===== config.mk =====
export PLATFORM = sky130hd
export DESIGN_NAME = rpn_stack_calculator_core
export DESIGN_NICKNAME = d
export VERILOG_FILES = /design/src/design/rpnsc_pkg.sv /design/src/design/rpnsc_cell.sv /design/src/design/rpnsc_alu.sv /design/src/design/rpn_stack_calculator_core.sv
export VERILOG_INCLUDE_DIRS = /design/src /design/src/design
export SDC_FILE = /design/constraint.sdc
export NUM_CORES = 2
export LEC_CHECK = 0
export ABC_AREA = 1
export BUFFER_PORTS_ARGS = -buffer_cell sky130_fd_sc_hd__clkbuf_2
export CORE_MARGIN = 2
export CORE_UTILIZATION = 35
export CTS_CLUSTER_SIZE = 28
export DETAILED_ROUTE_END_ITERATION = 6
export GPL_ROUTABILITY_DRIVEN = 0
export PLACE_DENSITY = 0.55
export SLEW_MARGIN = 20
export SYNTH_ARGS = -nofsm -noshare
export SYNTH_HDL_FRONTEND = slang
export SYNTH_SLANG_ARGS = --single-unit

===== constraint.sdc =====
create_clock -name clk -period 27.3 [get_ports clk]
set_input_delay 4.095 -clock clk [delete_from_list [all_inputs] [get_ports clk]]
set_output_delay 4.095 -clock clk [all_outputs]
set_load 0.01 [all_outputs]

===== src/design/assert_macros.svh =====
// Assertion macros shared by the RPN calculator RTL.
`ifndef ASSERT_MACROS_SVH
`define ASSERT_MACROS_SVH

// Same-cycle implication, sampled on clk, muted while arst_n is low.
`define RPN_ASSERT_NOW(label, ante, cons, msg) \
	label: assert property (@(posedge clk) disable iff (!arst_n) (ante) |-> (cons)) \
		else $error(msg);

// Next-cycle implication, sampled on clk, muted while arst_n is low.
`define RPN_ASSERT_NEXT(label, ante, cons, msg) \
	label: assert property (@(posedge clk) disable iff (!arst_n) (ante) |=> (cons)) \
		else $error(msg);

`endif


===== src/design/rpnsc_pkg.sv =====
// Shared types and constants for the RPN stack calculator.
`timescale 1ns / 1ps
`default_nettype none
package rpnsc_pkg;

	localparam int DEPTH  = 16;
	localparam int DATA_W = 32;
	localparam int CNT_W  = $clog2(DEPTH + 1);
	localparam int OUT_DEPTH_W = 5;

	localparam logic [CNT_W-1:0] DEPTH_CNT = CNT_W'(DEPTH);

	typedef logic signed [DATA_W-1:0] word_t;

	typedef enum logic [2:0] {
		OP_PUSH = 3'd0,
		OP_POP  = 3'd1,
		OP_ADD  = 3'd2,
		OP_MUL  = 3'd3
	} opcode_t;

	typedef enum logic [2:0] {
		ST_OK           = 3'd0,
		ST_POP_EMPTY    = 3'd1,
		ST_FEW_OPERANDS = 3'd2,
		ST_INVALID      = 3'd3,
		ST_FULL         = 3'd4
	} status_t;

	// Per-slot move: keep, take from the slot above (toward top), take from below
	typedef enum logic [1:0] {
		SH_HOLD = 2'd0,
		SH_DOWN = 2'd1,
		SH_UP   = 2'd2
	} shift_t;

	typedef enum logic [1:0] {
		FS_IDLE    = 2'd0,
		FS_EXEC    = 2'd1,
		FS_MUL_FIN = 2'd2
	} fsm_t;

endpackage
`default_nettype wire


===== src/design/rpnsc_cell.sv =====
// One stack slot: a word register that moves toward or away from the top.
`timescale 1ns / 1ps
`default_nettype none
module rpnsc_cell (
	input  wire                 clk,
	input  rpnsc_pkg::shift_t   cmd,
	input  rpnsc_pkg::word_t    down_in,
	input  rpnsc_pkg::word_t    up_in,
	output rpnsc_pkg::word_t    data_q
);
	import rpnsc_pkg::*;

	// Push moves words away from the top, pop moves them toward it
	always_ff @(posedge clk) begin
		case (cmd)
			SH_DOWN: data_q <= down_in;
			SH_UP:   data_q <= up_in;
			default: data_q <= data_q;
		endcase
	end

endmodule
`default_nettype wire


===== src/design/rpnsc_alu.sv =====
// Saturating Q16.16 adder and registered rounding multiplier.
`timescale 1ns / 1ps
`default_nettype none
module rpnsc_alu (
	input  wire                 clk,
	input  wire                 mul_en,
	input  rpnsc_pkg::word_t    opa,
	input  rpnsc_pkg::word_t    opb,
	output rpnsc_pkg::word_t    add_res,
	output rpnsc_pkg::word_t    mul_res
);
	import rpnsc_pkg::*;

	localparam word_t WMAX = {1'b0, {(DATA_W-1){1'b1}}};
	localparam word_t WMIN = {1'b1, {(DATA_W-1){1'b0}}};
	localparam int PROD_W = 2 * DATA_W;
	localparam int FRAC_W = 16;
	localparam int Q_W    = PROD_W - FRAC_W;

	logic signed [DATA_W:0]   sum;
	logic signed [PROD_W-1:0] prod_s1;
	logic signed [PROD_W-1:0] rnd;
	logic signed [Q_W-1:0]    qv;
	logic [Q_W-DATA_W:0]      q_high;

	// Add with saturation on signed overflow
	always_comb begin
		sum = {opa[DATA_W-1], opa} + {opb[DATA_W-1], opb};
		if (sum[DATA_W] != sum[DATA_W-1])
			add_res = sum[DATA_W] ? WMIN : WMAX;
		else
			add_res = sum[DATA_W-1:0];
	end

	// Full product, registered before rounding
	always_ff @(posedge clk) begin
		if (mul_en)
			prod_s1 <= opa * opb;
	end

	// Round half up, floor shift, saturate
	always_comb begin
		rnd    = prod_s1 + PROD_W'(64'sd32768);
		qv     = rnd[PROD_W-1:FRAC_W];
		q_high = qv[Q_W-1:DATA_W-1];
		if (!((&q_high) || !(|q_high)))
			mul_res = qv[Q_W-1] ? WMIN : WMAX;
		else
			mul_res = qv[DATA_W-1:0];
	end

endmodule
`default_nettype wire


===== src/design/rpn_stack_calculator_core.sv =====
// Top level of the RPN stack calculator: control, slot chain and result register.
// Push, pop, add and error cases: the item is registered, then the execute state loads the
// result register; a multiply with two operands passes the product register, then rounding.
// One item is worked at a time; a new item is taken only once control is back in idle.
// The result register frees the input side while a result beat waits.
// Reset clears the entry count, control state and result valid; slot data is not reset.
`timescale 1ns / 1ps
`default_nettype none
`include "assert_macros.svh"
module rpn_stack_calculator_core (
	input  wire                  clk,
	input  wire                  arst_n,
	input  wire                  item_valid,
	output logic                 item_ready,
	input  wire  [2:0]           opcode,
	input  rpnsc_pkg::word_t     operand_value,
	output logic                 result_valid,
	input  wire                  result_ready,
	output logic [2:0]           status,
	output rpnsc_pkg::word_t     top_value,
	output logic                 is_empty,
	output logic [4:0]           stack_depth
);
	import rpnsc_pkg::*;

	fsm_t              state_q, state_nxt;
	logic [2:0]        op_q;
	word_t             val_q;
	logic [CNT_W-1:0]  count_q, cnt_nxt;
	logic [CNT_W+OUT_DEPTH_W-1:0] cnt_ext;

	word_t             slot_q [DEPTH];
	shift_t            slot_cmd [DEPTH];
	shift_t            sh_cmd;
	logic              reduce;
	word_t             head_val;
	word_t             top_after;

	word_t             add_res, mul_res;
	logic              mul_go, done, out_free;
	status_t           st;
	logic              cnt_zero, cnt_lt2, cnt_full;

	logic              result_valid_q;
	logic [2:0]        status_q;
	word_t             top_q;
	logic              empty_q;
	logic [4:0]        depth_q;

	assign cnt_zero = (count_q == '0);
	assign cnt_lt2  = (count_q < CNT_W'(2));
	assign cnt_full = (count_q == DEPTH_CNT);
	assign out_free = !result_valid_q || result_ready;
	assign item_ready = (state_q == FS_IDLE);

	// Accepted item
	always_ff @(posedge clk) begin
		if (item_valid && item_ready) begin
			op_q  <= opcode;
			val_q <= operand_value;
		end
	end

	// Arithmetic on the top two slots
	rpnsc_alu u_alu (
		.clk     (clk),
		.mul_en  (mul_go),
		.opa     (slot_q[0]),
		.opb     (slot_q[1]),
		.add_res (add_res),
		.mul_res (mul_res)
	);

	// Next state
	always_comb begin
		state_nxt = state_q;
		case (state_q)
			FS_IDLE: begin
				if (item_valid)
					state_nxt = FS_EXEC;
			end
			FS_EXEC: begin
				if (mul_go)
					state_nxt = FS_MUL_FIN;
				else if (done)
					state_nxt = FS_IDLE;
			end
			FS_MUL_FIN: begin
				if (done)
					state_nxt = FS_IDLE;
			end
			default: state_nxt = FS_IDLE;
		endcase
	end

	// Stack moves, status and completion
	always_comb begin
		sh_cmd   = SH_HOLD;
		reduce   = 1'b0;
		head_val = slot_q[0];
		cnt_nxt  = count_q;
		st       = ST_OK;
		mul_go   = 1'b0;
		done     = 1'b0;
		case (state_q)
			FS_EXEC: begin
				if (op_q == OP_MUL && !cnt_lt2) begin
					mul_go = 1'b1;
				end else if (out_free) begin
					done = 1'b1;
					case (op_q)
						OP_PUSH: begin
							if (cnt_full) begin
								st = ST_FULL;
							end else begin
								sh_cmd   = SH_DOWN;
								head_val = val_q;
								cnt_nxt  = count_q + CNT_W'(1);
							end
						end
						OP_POP: begin
							if (cnt_zero) begin
								st = ST_POP_EMPTY;
							end else begin
								sh_cmd  = SH_UP;
								cnt_nxt = count_q - CNT_W'(1);
							end
						end
						OP_ADD: begin
							if (cnt_lt2) begin
								st = ST_FEW_OPERANDS;
							end else begin
								sh_cmd   = SH_UP;
								reduce   = 1'b1;
								head_val = add_res;
								cnt_nxt  = count_q - CNT_W'(1);
							end
						end
						OP_MUL: st = ST_FEW_OPERANDS;
						default: st = ST_INVALID;
					endcase
				end
			end
			FS_MUL_FIN: begin
				if (out_free) begin
					done     = 1'b1;
					sh_cmd   = SH_UP;
					reduce   = 1'b1;
					head_val = mul_res;
					cnt_nxt  = count_q - CNT_W'(1);
				end
			end
			default: ;
		endcase
	end

	// Top of stack as it stands after this step
	always_comb begin
		if (cnt_nxt == '0)
			top_after = '0;
		else if (reduce || sh_cmd == SH_DOWN)
			top_after = head_val;
		else if (sh_cmd == SH_UP)
			top_after = slot_q[1];
		else
			top_after = slot_q[0];
	end

	// Slot chain: the head takes head_val, the rest move with their neighbors
	genvar gi;
	generate
		for (gi = 0; gi < DEPTH; gi++) begin : g_slot
			word_t dn, up;
			if (gi == 0) begin : g_head
				assign dn = head_val;
				assign slot_cmd[gi] = reduce ? SH_DOWN : sh_cmd;
			end else begin : g_body
				assign dn = slot_q[gi-1];
				assign slot_cmd[gi] = sh_cmd;
			end
			if (gi == DEPTH - 1) begin : g_tail
				assign up = '0;
			end else begin : g_mid
				assign up = slot_q[gi+1];
			end
			rpnsc_cell u_slot (
				.clk     (clk),
				.cmd     (slot_cmd[gi]),
				.down_in (dn),
				.up_in   (up),
				.data_q  (slot_q[gi])
			);
		end
	endgenerate

	// Control state
	always_ff @(posedge clk or negedge arst_n) begin
		if (!arst_n) begin
			state_q        <= FS_IDLE;
			count_q        <= '0;
			result_valid_q <= 1'b0;
		end else begin
			state_q <= state_nxt;
			count_q <= cnt_nxt;
			if (done)
				result_valid_q <= 1'b1;
			else if (result_ready)
				result_valid_q <= 1'b0;
		end
	end

	// Result payload
	assign cnt_ext = {{OUT_DEPTH_W{1'b0}}, cnt_nxt};
	always_ff @(posedge clk) begin
		if (done) begin
			status_q <= st;
			top_q    <= top_after;
			empty_q  <= (cnt_nxt == '0);
			depth_q  <= cnt_ext[OUT_DEPTH_W-1:0];
		end
	end

	assign result_valid = result_valid_q;
	assign status       = status_q;
	assign top_value    = top_q;
	assign is_empty     = empty_q;
	assign stack_depth  = depth_q;

	// Checks
	`RPN_ASSERT_NOW(a_count_bound, 1'b1, count_q <= DEPTH_CNT, "entry count above depth")
	`RPN_ASSERT_NEXT(a_accept_exec, item_valid && item_ready, state_q == FS_EXEC,
		"accepted item did not enter execute")
	`RPN_ASSERT_NEXT(a_idle_count, state_q == FS_IDLE, $stable(count_q),
		"entry count moved while idle")
	`RPN_ASSERT_NOW(a_empty_top, result_valid && is_empty,
		top_value == '0 && stack_depth == '0, "empty result with nonzero top or depth")

endmodule
`default_nettype wire


==> flow_summary.yaml <==
floorplanning:
  rows: 164
  dieArea_um2: 203000
  boundaryPins: 82
  initial_core_util_pct: 35.1
  fp.coreArea_um2: 199000
  die_h_um: 451
  die_w_um: 451
setup_path:
  critPathLaunchType: "flip-flop"
  slowest_stage: "fa_1"
  crit_top_cell: "fa_1"
  critPathMaxStageDelay_ps: 1010
  critPathBufInv: 8
  required_ps: 27690
  cp_top_family: "adder cells"
  crit_type: "flip-flop to flip-flop"
  arrival_ps: 8900
  cp-end-kind: "flip-flop"
  path_max_fanout: 35
sta:
  fin_crit_ps: 8510
  fin_worst_skew_ps: 42.8
  setup_violations: 0
  timing.setup.tns_ps: 0
  slew_headroom_pct: 26.5
  slew_viol_final: 0
  hold_viol: 0
  finalCritPeriodShare_pct: 31.2
  layout_setup_ws_ps: 18790
  tightest_slew_ps: 1100
  clock.fmax_mhz: 118
  rsz0062_at_grt: "false"
global_routing:
  grt-ovfl-total: 0
  antenna_found_initial: 2
  grt_pass1_wl_um: 327000
  grt_pass1_vias: 55400
  grt_max_degree: 263
  grt_usage_pct: 20.9
cts:
  h-tree-depth: 3
  path_clk_slew_ps: 60
  numCtsBuffers: 74
  cts.path.max_buffers: 3
  cts_tree: "done"
  cts.sinks: 645
  cts-root-buf: "clkbuf_16"
  cts_setup_buffers: 0
  cts-resized-gates: 0
  holdBufCountCts: 0
  clk_latency_ps: 690
synth:
  syn_avg_cell_area_um2: 8.37
  syn-cell-area_um2: 69900
  synth_edf_count: 637
  async_flop_share_pct: 1.24
  ys_ff_latch: 645
  seq_area_frac_synth_pct: 27.7
  netlist_instances: 8351
  synth-main-ff-cell: "edfxtp_1"
  synth_nets: 9695
  synth.distinct_cells: 53
  ys_warn_count: 0
place:
  portBuffers: 81
  post-place-ws_ps: 18430
  dp_hpwl_um: 161000
routing:
  wl_met1_um: 86100
  drt_iter0_drc: 4588
  routed-wl-met3_um: 14300
  wl_per_cell_um: 19.4
  drt_wl_total_um: 211000
  met2WireLength_um: 97700
  drt_pass1_iterations: 6
  route.detailed.drc: 0
  top_layer: "met5"
  drtAntennaViolNets: 0
  vias: 53300
  viasPerCell: 4.89
finish:
  area_growth_pct: 7.89
  layout.nets: 9535
  final_common_cell: "nand2_1"
  drive_gt1_share_pct: 4.15
  final_cell_mix: "nand2_1 (2,877), inv_1 (1,879), fa_1 (1,082), edfxtp_1 (637), nor2_1 (296)"
job:
  drv_cap: 0
min_path:
  hold_class: "flip-flop to flip-flop"
run_status:
  status: "finished clean"
[metal layers]
| metal | up-vias | global-route usage (%) |
|---|---|---|
| met5 | - | 0 |
| met4 | 2 | 11.2 |
| met3 | 474 | 3.19 |
| met2 | 1882 | 33.8 |
| met1 | 26600 | 26.9 |
| li1 | 24400 | - |
[area by class of cell]
type	count	area, um^2
Sequential cell	645	19300
Antenna cell	2	5.00
Fill cell	20500	124000
Clock buffer	85	1910
Clock inverter	47	636
Timing Repair Buffer	173	1180
Multi-Input combinational cell	5407	41900
Inverter	1890	7110
Tap cell	2656	3320
[state kept, by name (all words and copies together) (netlist names)]
name	count
count_q	5
g_slot.u_slot.data_q	512
is_empty	1
op_q	3
result_valid	1
stack_depth	5
state_q	2
status	3
top_value	32
u_alu.prod_s1	49
val_q	32
[metrics by stage]
stage / hold slack, ps / utilization, % / cells / area (um^2)
floorplan: 491 / - / 8351 / 69900
global placement: 499 / 36.6 / 10800 / 72800
detailed placement: 509 / 36.6 / 10800 / 72800
CTS: 525 / 37.9 / 10900 / 75300
global route: 539 / 37.9 / 10900 / 75400
finish: 520 / 37.9 / 10900 / 75400
[cells by family (layout without fill, tap and decap cells)]
kind of cell / after synthesis / count (layout) / share of synthesized area (%)
buffers and inverters: 2299 / 2195 / 12.4
other: 0 / 2 / 0
and+or+nand+nor: 3402 / 3402 / 18.9
AOI/OAI and AO/OA: 584 / 584 / 4.58
adders and majority gates: 1305 / 1305 / 35.0
DFF: 645 / 645 / 27.7
xor gates and xnor gates: 116 / 116 / 1.45
[tightest hold or removal path, cell delays in order, from the launching register on]
cell	delay, ps
edfxtp_1	320
nand2_1	50
nand2_1	50
[cell usage after synthesis, types with 3 or more instances]
cell type,count,share of area [%]
o21ai_1,23,0.16
a221oi_1,18,0.23
nand4_1,34,0.30
o21bai_1,14,0.15
nand2_4,3,0.048
nand2_1,2877,15
a21boi_0,4,0.043
buf_6,4,0.064
a31oi_1,28,0.25
nor3_1,30,0.21
o21ai_0,269,1.9
o21a_1,11,0.12
dfrtp_1,8,0.29
a21oi_1,186,1.3
nand3_1,111,0.79
nand3b_1,5,0.054
nor2_4,5,0.081
inv_1,1884,10
nor2_2,14,0.13
clkbuf_1,371,2.0
buf_2,10,0.072
ha_1,223,4.0
buf_1,20,0.11
inv_2,4,0.021
nand2_2,7,0.063
nor4_1,6,0.054
nor2_1,298,1.6
fa_1,1082,31
or2_2,8,0.072
buf_4,4,0.043
xnor2_1,41,0.51
o221ai_1,5,0.063
o22ai_1,3,0.027
o211ai_1,7,0.075
edfxtp_1,637,27
xor2_1,75,0.94
[final timing paths]
path	start	slack, ps	cells after the start	end
hold / removal	g_slot[15].u_slot.data_q[13]	520	2	g_slot[14].u_slot.data_q[13]
hold reg to reg	g_slot[15].u_slot.data_q[13]	520	2	g_slot[14].u_slot.data_q[13]
min in group asynchronous	arst_n	3320	1	state_q[0]
setup / recovery	g_slot[1].u_slot.data_q[9]	18790	25	u_alu.prod_s1[62]
setup reg to reg	g_slot[1].u_slot.data_q[9]	18790	25	u_alu.prod_s1[62]
max in group asynchronous	arst_n	23680	1	count_q[1]
Power is left out: the tool's default activity adds up to more than one toggle a clock period on the data nets, which glitch-free logic cannot reach.
